`config.mk`:
```
export PLATFORM = sky130hd
export DESIGN_NAME = tilt_frame_bcd_decoder
export DESIGN_NICKNAME = d
export VERILOG_FILES = /design/src/hw/rtl/tfbd_pkg.sv /design/src/hw/rtl/tilt_frame_bcd_decoder.sv
export SDC_FILE = /design/constraint.sdc
export NUM_CORES = 1
export LEC_CHECK = 0
export BUFFER_PORTS_ARGS = -buffer_cell sky130_fd_sc_hd__clkbuf_2
export CORE_AREA = 2 2 229 231
export DETAILED_ROUTE_END_ITERATION = 10
export DIE_AREA = 0 0 231 233
export SYNTH_ARGS = -nofsm -noshare
export SYNTH_HDL_FRONTEND = slang
export SYNTH_SLANG_ARGS = --single-unit
```
`constraint.sdc`:
```
create_clock -name clk -period 7.92 [get_ports clk]
set_clock_uncertainty 0.05 [all_clocks]
set_input_delay 1.98 -clock clk [delete_from_list [all_inputs] [get_ports clk]]
set_output_delay 1.98 -clock clk [all_outputs]
set_load 0.01 [all_outputs]
```
`src/hw/rtl/tfbd_pkg.sv`:
```
// Types, constants and the BCD conversion for the tilt frame decoder.
package tfbd_pkg;

  localparam int CFG_ADDR_W  = 4;
  localparam int CFG_DATA_W  = 32;
  localparam int NUM_FIELDS  = 3;

  typedef logic [23:0]        bcd_field_t;
  typedef logic signed [18:0] milli_t;

  localparam int MILLI_MAX = 166665;

  // register index, taken from paddr[3:2]
  typedef enum logic [1:0] {
    REG_DEVICE_ID = 2'd0,
    REG_LENGTH    = 2'd1,
    REG_ADDRESS   = 2'd2,
    REG_COMMAND   = 2'd3
  } reg_idx_t;

  // frame byte positions
  localparam logic [5:0] POS_DEVICE_ID = 6'd0;
  localparam logic [5:0] POS_LENGTH    = 6'd1;
  localparam logic [5:0] POS_ADDRESS   = 6'd2;
  localparam logic [5:0] POS_COMMAND   = 6'd3;
  localparam logic [5:0] POS_PAYLOAD   = 6'd4;

  localparam logic [5:0] LENGTH_RESET = 6'd13;

  // field start positions: x tilt, y tilt, temperature
  localparam logic [5:0] X_FIELD_OFFSET = 6'd4;
  localparam logic [5:0] Y_FIELD_OFFSET = 6'd7;
  localparam logic [5:0] T_FIELD_OFFSET = 6'd10;

  localparam logic [5:0] FLD_OFFSET [NUM_FIELDS] = '{X_FIELD_OFFSET, Y_FIELD_OFFSET,
                                                     T_FIELD_OFFSET};

  // byte slot within a field
  localparam logic [1:0] SLOT_HI  = 2'd0;
  localparam logic [1:0] SLOT_MID = 2'd1;
  localparam logic [1:0] SLOT_LO  = 2'd2;

  // sign nibble, then five digits; nibbles above nine weighted as digits
  function automatic milli_t bcd_to_milli(bcd_field_t f);
    logic [17:0] mag;
    mag = 18'(f[19:16]) * 18'd10000 + 18'(f[15:12]) * 18'd1000
        + 18'(f[11:8]) * 18'd100 + 18'(f[7:4]) * 18'd10 + 18'(f[3:0]);
    if (f[23:20] != 4'h0) begin
      return milli_t'(19'd0 - {1'b0, mag});
    end
    return milli_t'({1'b0, mag});
  endfunction

endpackage

```
`src/hw/rtl/tilt_frame_bcd_decoder.sv`:
```
// Tilt frame decoder: header hunt, additive checksum, signed BCD field capture.
// Output: when the checksum byte of a frame leaves the byte register, the result register
// loads the readings and raises out_valid; the byte waits while the result register is full.
// Throughput: one byte per cycle; the byte register and the result register each hand
// on when the next one has room, so only out_ready stalls it, and only at a frame end.
// Reset (rst_n low at a clock edge): header hunt restarts, sum cleared, registers
// take their defaults, pipeline emptied. Captured fields are not cleared.
module tilt_frame_bcd_decoder (
  input  logic                           clk,
  input  logic                           rst_n,
  // byte channel
  input  logic                           in_valid,
  output logic                           in_ready,
  input  logic [7:0]                     in_rx_byte,
  // result channel
  output logic                           out_valid,
  input  logic                           out_ready,
  output tfbd_pkg::milli_t               out_x_tilt,
  output tfbd_pkg::milli_t               out_y_tilt,
  output tfbd_pkg::milli_t               out_temperature,
  output logic                           out_checksum_good,
  // register port
  input  logic                           psel,
  input  logic                           penable,
  input  logic                           pwrite,
  input  logic [tfbd_pkg::CFG_ADDR_W-1:0] paddr,
  input  logic [tfbd_pkg::CFG_DATA_W-1:0] pwdata,
  output logic [tfbd_pkg::CFG_DATA_W-1:0] prdata,
  output logic                           pready
);
  import tfbd_pkg::*;

  // ---------------------------------------------------------------------------
  // Registers
  // ---------------------------------------------------------------------------
  logic [7:0] dev_id_r;
  logic [5:0] len_r;
  logic [7:0] addr_r;
  logic [6:0] cmd_r;
  reg_idx_t   reg_idx;
  logic       cfg_wr;

  assign pready  = 1'b1;
  assign reg_idx = reg_idx_t'(paddr[3:2]);
  assign cfg_wr  = psel & penable & pwrite & pready;

  always_ff @(posedge clk) begin
    if (!rst_n) begin
      dev_id_r <= '0;
      len_r    <= LENGTH_RESET;
      addr_r   <= '0;
      cmd_r    <= '0;
    end else if (cfg_wr) begin
      case (reg_idx)
        REG_DEVICE_ID: dev_id_r <= pwdata[7:0];
        REG_LENGTH:    len_r    <= pwdata[5:0];
        REG_ADDRESS:   addr_r   <= pwdata[7:0];
        REG_COMMAND:   cmd_r    <= pwdata[6:0];
        default:       ;
      endcase
    end
  end

  always_comb begin
    case (reg_idx)
      REG_DEVICE_ID: prdata = CFG_DATA_W'(dev_id_r);
      REG_LENGTH:    prdata = CFG_DATA_W'(len_r);
      REG_ADDRESS:   prdata = CFG_DATA_W'(addr_r);
      REG_COMMAND:   prdata = CFG_DATA_W'(cmd_r);
      default:       prdata = '0;
    endcase
  end

  // ---------------------------------------------------------------------------
  // Pipeline handshake: byte register -> result register
  // ---------------------------------------------------------------------------
  logic       s0_vld_r;
  logic [7:0] s0_byte_r;
  logic       out_vld_r;
  logic       s0_go;      // byte register hands its item to the frame logic
  logic       out_rdy;
  logic       frame_end;  // current byte is the checksum byte

  assign out_rdy  = !out_vld_r || out_ready;
  assign s0_go    = s0_vld_r && (!frame_end || out_rdy);
  assign in_ready = !s0_vld_r || s0_go;

  always_ff @(posedge clk) begin
    if (!rst_n) begin
      s0_vld_r <= 1'b0;
    end else if (in_ready) begin
      s0_vld_r <= in_valid;
    end
  end

  always_ff @(posedge clk) begin
    if (in_ready) begin
      s0_byte_r <= in_rx_byte;
    end
  end

  // ---------------------------------------------------------------------------
  // Frame tracking
  // ---------------------------------------------------------------------------
  logic [5:0] pos_r, pos_nxt;
  logic [7:0] sum_r, sum_nxt;
  logic [5:0] last_pos;     // checksum position, never inside the header
  logic [7:0] hdr_expect;
  logic       in_body;

  assign last_pos = (len_r < POS_PAYLOAD) ? POS_PAYLOAD : len_r;

  always_comb begin
    case (pos_r)
      POS_DEVICE_ID: hdr_expect = dev_id_r;
      POS_LENGTH:    hdr_expect = {2'b00, len_r};
      POS_ADDRESS:   hdr_expect = addr_r;
      POS_COMMAND:   hdr_expect = {1'b1, cmd_r};   // acknowledge bit set
      default:       hdr_expect = '0;
    endcase
  end

  always_comb begin
    pos_nxt   = pos_r;
    sum_nxt   = sum_r;
    frame_end = 1'b0;
    in_body   = 1'b0;
    if (pos_r < POS_PAYLOAD) begin
      if (s0_byte_r == hdr_expect) begin
        sum_nxt = (pos_r == POS_DEVICE_ID) ? 8'd0 : sum_r + s0_byte_r;
        pos_nxt = pos_r + 6'd1;
      end else begin
        // mismatch: a byte equal to the id restarts as header byte 0
        sum_nxt = '0;
        pos_nxt = (s0_byte_r == dev_id_r) ? POS_LENGTH : POS_DEVICE_ID;
      end
    end else if (pos_r < last_pos) begin
      in_body = 1'b1;
      sum_nxt = sum_r + s0_byte_r;
      pos_nxt = pos_r + 6'd1;
    end else begin
      frame_end = 1'b1;
      sum_nxt   = '0;
      pos_nxt   = POS_DEVICE_ID;
    end
  end

  always_ff @(posedge clk) begin
    if (!rst_n) begin
      pos_r <= POS_DEVICE_ID;
      sum_r <= '0;
    end else if (s0_go) begin
      pos_r <= pos_nxt;
      sum_r <= sum_nxt;
    end
  end

  // ---------------------------------------------------------------------------
  // Field capture, one lane per field; overlapping fields each take the byte
  // ---------------------------------------------------------------------------
  bcd_field_t fld_r [NUM_FIELDS];
  logic       fld_hit [NUM_FIELDS];
  logic [1:0] fld_slot [NUM_FIELDS];

  always_comb begin
    for (int k = 0; k < NUM_FIELDS; k++) begin
      logic [5:0] diff;
      diff        = pos_r - FLD_OFFSET[k];
      fld_slot[k] = diff[1:0];
      fld_hit[k]  = in_body && (pos_r >= FLD_OFFSET[k]) && (diff < 6'd3);
    end
  end

  always_ff @(posedge clk) begin
    for (int k = 0; k < NUM_FIELDS; k++) begin
      if (s0_go && fld_hit[k]) begin
        case (fld_slot[k])
          SLOT_HI:  fld_r[k][23:16] <= s0_byte_r;
          SLOT_MID: fld_r[k][15:8]  <= s0_byte_r;
          SLOT_LO:  fld_r[k][7:0]   <= s0_byte_r;
          default:  ;
        endcase
      end
    end
  end

  // ---------------------------------------------------------------------------
  // Result register: BCD to thousandths and checksum verdict at the frame end
  // ---------------------------------------------------------------------------
  milli_t x_r, y_r, t_r;
  logic   chk_r;

  always_ff @(posedge clk) begin
    if (!rst_n) begin
      out_vld_r <= 1'b0;
    end else if (out_rdy) begin
      out_vld_r <= s0_go && frame_end;
    end
  end

  always_ff @(posedge clk) begin
    if (s0_go && frame_end) begin
      x_r   <= bcd_to_milli(fld_r[0]);
      y_r   <= bcd_to_milli(fld_r[1]);
      t_r   <= bcd_to_milli(fld_r[2]);
      chk_r <= (sum_r == s0_byte_r);
    end
  end

  assign out_valid         = out_vld_r;
  assign out_x_tilt        = x_r;
  assign out_y_tilt        = y_r;
  assign out_temperature   = t_r;
  assign out_checksum_good = chk_r;

endmodule

```
==> After elaboration in Yosys (flattened, before gate mapping) <==
Memory sizes are Yosys's and may differ from the RTL's.
Index checks and enable logic that the tools add are counted.
{ "op_classes": {"n_mux": 60, "n_bitwise": 2, "add_sub_neg": 20, "mul": 12, "reduce_logical": 31, "n_lt_le_gt_ge": 9, "n_eq_ne": 15} }
{ "op_table": {"columns": ["op", "n"], "rows": [
  ["one-hot mux 32 bit (4 select lines)", 1],
  ["two-way mux 19 bit", 3],
  ["subtractor 1 x 18 -> 19 bit (first input constant)", 3],
  ["adder 18 x 11 -> 18 bit", 3],
  ["adder 18 x 14 -> 18 bit", 3],
  ["adder 18 x 4 -> 18 bit", 3],
  ["adder 18 x 8 -> 18 bit", 3],
  ["two-way mux 18 bit", 3],
  ["two-way mux 24 bit", 2],
  ["OR reduction 24 bit", 2],
  ["multiplier 4 x 10 -> 14 bit (second input constant)", 3],
  ["two-way mux 1 bit", 38],
  ["multiplier 4 x 7 -> 11 bit (second input constant)", 3],
  ["two-way mux 8 bit", 4],
  ["one-hot mux 8 bit (4 select lines)", 1],
  ["multiplier 4 x 5 -> 9 bit (second input constant)", 3],
  ["equality test 8 bit", 3],
  ["two-way mux 6 bit", 4],
  ["multiplier 4 x 3 -> 7 bit (second input constant)", 3],
  ["< comparator 6 x 2 -> 1 bit (second input constant)", 3],
  ["equality test 6 x 2 -> 1 bit (second input constant)", 2],
  [">= comparator 6 x 3 -> 1 bit (second input constant)", 2],
  ["< comparator 6 x 3 -> 1 bit (second input constant)", 2],
  ["nonzero test 4 bit", 3],
  ["18 further kinds", 49]
]} }
{ "word_totals": {"elab_cells": 166, "n_memories": 1, "in_bits": 51, "regBits": 111, "ramBits": 72} }
{ "memory_table": {"columns": ["memory", "words", "width", "rd", "rd_ports_with_merged_regs", "wr", "line_no", "rtl"], "rows": [
  ["fld_r", 3, 24, 3, 0, 1, "tilt_frame_bcd_decoder.sv:161", "bcd_field_t fld_r [NUM_FIELDS];"]
]} }

==> Logic depth before layout (Yosys ltp) <==
{ "logic_depth": {"depth_word": 14, "mapped_depth": 23, "mapped_depth_nobuf": 23} }

==> Worst setup path before layout <==
Ideal clock, no wire load.
{ "synth_path": {"path_kind": "reg-to-reg", "startpoint": "mem fld_r[0][13] (netlist name)", "endpoint": "reg x_r[18] (netlist: out_x_tilt[18]) (data pin)", "synth_period_minus_slack_ps": 5794, "required_ps": 7570, "arrival_time_ps": 5443, "path_stages_with_launch": 19, "setup_ps": 300, "path_slack_ps": 2126, "path_cell_list": "edfxtp_1 fa_1 inv_1 fa_1 inv_1 ha_1 a21o_1 a21oi_1 xor2_1 fa_1 ha_1 ha_1 a2111oi_0 a21oi_1 xnor2_1 nand3_1 or4b_1 nor3b_1 a21oi_1"} }
{ "synth_rtl": {"columns": ["element", "line_no", "rtl"], "rows": [
  ["start: declaration", "tilt_frame_bcd_decoder.sv:161", null],
  ["end signal: assignment", "tilt_frame_bcd_decoder.sv:203", "x_r <= bcd_to_milli(fld_r[0]);"],
  ["end: declaration", "tilt_frame_bcd_decoder.sv:190", "milli_t x_r, y_r, t_r;"]
]} }

==> run metrics <==
Post-synth top flop=edfxtp_1; worst-case clock buffer depth=2; post-synthesis register bit count=roughly 180; Yosys Warn Count=0; met3 WL=985 um; WP data required=between 8 and 9 ns; most common cell after layout, fill and taps aside=ha_1; Overflow after GRT=0; IO Count=around 140; die height=233 um; drt pass-1 iters=5; fill cell count=roughly 5.2k; final net count=1,851; minimum hold slack=0.456 ns; run status=completed; largest cells by area after synthesis=edfxtp_1 (27%), ha_1 (19%), fa_1 (11%); part of the cycle the worst path needs=0.791; CP max FO=7; Power Density=114 nW/um2; hpwl dp=24,800 um; syn avg cell area=10.9 um2; ant diodes=0; layout cell share with drive strength beyond 1=0.103; crit end category=flop; hold_buf cts=0; initial DRC count=427; initial antenna violation count=0; CTS tree=yes; routability cong.=0.801; overall routing resource usage=0.124; Synth cell types=76; Clock Sinks=183; met2 routed WL=around 15,000 um; Peak VDD IR=123 uV; met1 WL=15,200 um; starting density of the core=0.298; Least-Margin Pin Slew=1.21 ns; fin crit period=6.26 ns; die width=231 um; Async SR Flop Fraction=0; Synth Instances=~1.4k; DRC viols=0; Vias/cell=around 4.6; Routed Wire Length=31,700 um; Setup crit start kind=flop; slowest stage cell on the critical path=fa_1; Synth area leader=edfxtp_1; Max Used Layer=met4; Worst EP arrival=6.44 ns; CTS root buf=clkbuf_16; fin. max-slew vios=0; Fin. Hold Viols=0; area delta synth->final=11.4%; port bufs=92; site row count=83; critical path type=reg2reg; Placeable Area=51,100 um2; max frequency=160 MHz; register area share after synthesis=0.331; Hold/Removal Path Class=reg2reg; largest net degree at the start of global routing=59; setup_tns=0 ns; worst stage delay on the critical path=0.64 ns; DR vias=about 10k; Lkg Pwr=between 7 and 8 nW; first-pass GRT wire length=52,400 um; worst skew pair latency=0.48 ns; critical path cell sequence=fa_1 -> inv_1 -> fa_1 -> inv_1 -> ha_1 -> a21o_1 -> a21oi_1 -> xor2_1 -> fa_1 -> ha_1 -> ha_1 -> a2111oi_0 -> a21oi_1 -> xnor2_1 -> nand3_1 -> or4b_1 -> nor3b_1 -> a21oi_1; Post-synth EDFFs=138; vias in the first global route=10.2k; max cap viols=0; post-route antenna net violation count=0; postcts setup bufs=0; top cell type's share of synthesized area=0.272; Slew headroom=0.186; H-tree Lvls=4; routed wire length per instance=14.5 um; Die ar.=about 54,000 um2; TritonCTS Buffers=17; clk slew on worst S/H paths=0.08 ns; post-CTS sizing=0; commonest non-fill, non-tap cells in the layout=ha_1 (229), inv_1 (165), edfxtp_1 (138); Final Setup Violations=0; Mapped Area=15,200 um2; RSZ-0062 raised after global routing=false; Final Util=0.332
==> cell usage after synthesis, types with 16 or more instances <==
master	number
edfxtp_1	138
xnor2_1	100
a21oi_1	73
dfxtp_1	45
inv_1	165
nor2b_1	20
a21o_1	44
nand2_1	46
buf_4	25
clkbuf_1	17
o21ai_0	27
nor2_1	71
fa_1	82
xor2_1	51
ha_1	229
mux2i_1	29
nor3_1	16
==> per-stage QoR <==
| stage | power (mW) | setup slack, ns | std cells | instance area (um2) |
|---|---|---|---|---|
| final | 1.94 | 1.66 | 2182 | 17000 |
| after global placement | 1.12 | 1.74 | 2150 | 16400 |
| after floorplan | 1.10 | 2.13 | 1420 | 15300 |
| after global routing | 2.01 | 1.11 | 2182 | 17000 |
| after CTS | 1.97 | 1.65 | 2182 | 17000 |
| after detailed placement | 1.12 | 1.69 | 2150 | 16400 |
==> power breakdown <==
part	switching [mW]	internal [mW]	leakage, nW	total [mW]
combinational	0.0358	0.0215	5.65	0.0573
clock	0.417	0.422	0.278	0.839
sequential	0.0154	1.03	1.61	1.04
total	0.468	1.47	7.54	1.94
==> cell type report <==
type / count / area (um2) / area share
multi-input cells: 1025 / 9400 / 0.554
flip-flops and latches: 183 / 5040 / 0.297
well taps: 680 / 851 / 0.0501
inverters: 165 / 619 / 0.0365
repair buffers: 97 / 498 / 0.0293
clock buffers: 18 / 439 / 0.0259
clock inverters: 14 / 129 / 0.00759
==> layer usage <==
| layer | up-vias | track usage |
|---|---|---|
| li1 | 5057 | - |
| met1 | 4869 | 0.159 |
| met2 | 148 | 0.210 |
| met3 | 23 | 0.0230 |
| met4 | 0 | 0.0397 |
| met5 | - | 0 |
==> cell families after synthesis <==
| logic type | Yosys count | synth area share |
|---|---|---|
| other cells | 2 | 0.000493 |
| buf+inv | 212 | 0.0592 |
| xor+xnor | 152 | 0.0878 |
| simple gates | 241 | 0.0805 |
| fa+ha+maj | 311 | 0.296 |
| compound gates | 259 | 0.116 |
| mux | 37 | 0.0294 |
| flops | 183 | 0.331 |
==> worst paths after layout <==
kind / startpoint / end / slack, ns / cells past startpoint
min: sum_r[7]$_SDFFE_PN0P_ / sum_r[7]$_SDFFE_PN0P_ / 0.46 / 1
max: fld_r[0][13]$_DFFE_PP_ / out_x_tilt[18]$_SDFFCE_PP0P_ / 1.66 / 18
min reg2reg: sum_r[7]$_SDFFE_PN0P_ / sum_r[7]$_SDFFE_PN0P_ / 0.46 / 1
max reg2reg: fld_r[0][13]$_DFFE_PP_ / out_x_tilt[18]$_SDFFCE_PP0P_ / 1.66 / 18
==> state kept, by name, indices dropped and copies added (netlist names) <==
| name | count |
|---|---|
| addr_r | 8 |
| cmd_r | 7 |
| dev_id_r | 8 |
| fld_r | 72 |
| len_r | 6 |
| out_checksum_good | 1 |
| out_temperature | 19 |
| out_valid | 1 |
| out_x_tilt | 19 |
| out_y_tilt | 19 |
| pos_r | 6 |
| s0_byte_r | 8 |
| s0_vld_r | 1 |
| sum_r | 8 |
==> worst max-delay path: cells and delay by family, from the launching register on <==
family                     cells  cell delay, ns
DFF                            1            0.52
AOI/OAI and AO/OA              5            1.23
and+or+nand+nor                3            0.91
buffers and inverters          2            0.14
adders and majority gates      6            2.63
xor gates and xnor gates       2            0.52
Power figures use the tool's default switching activity.
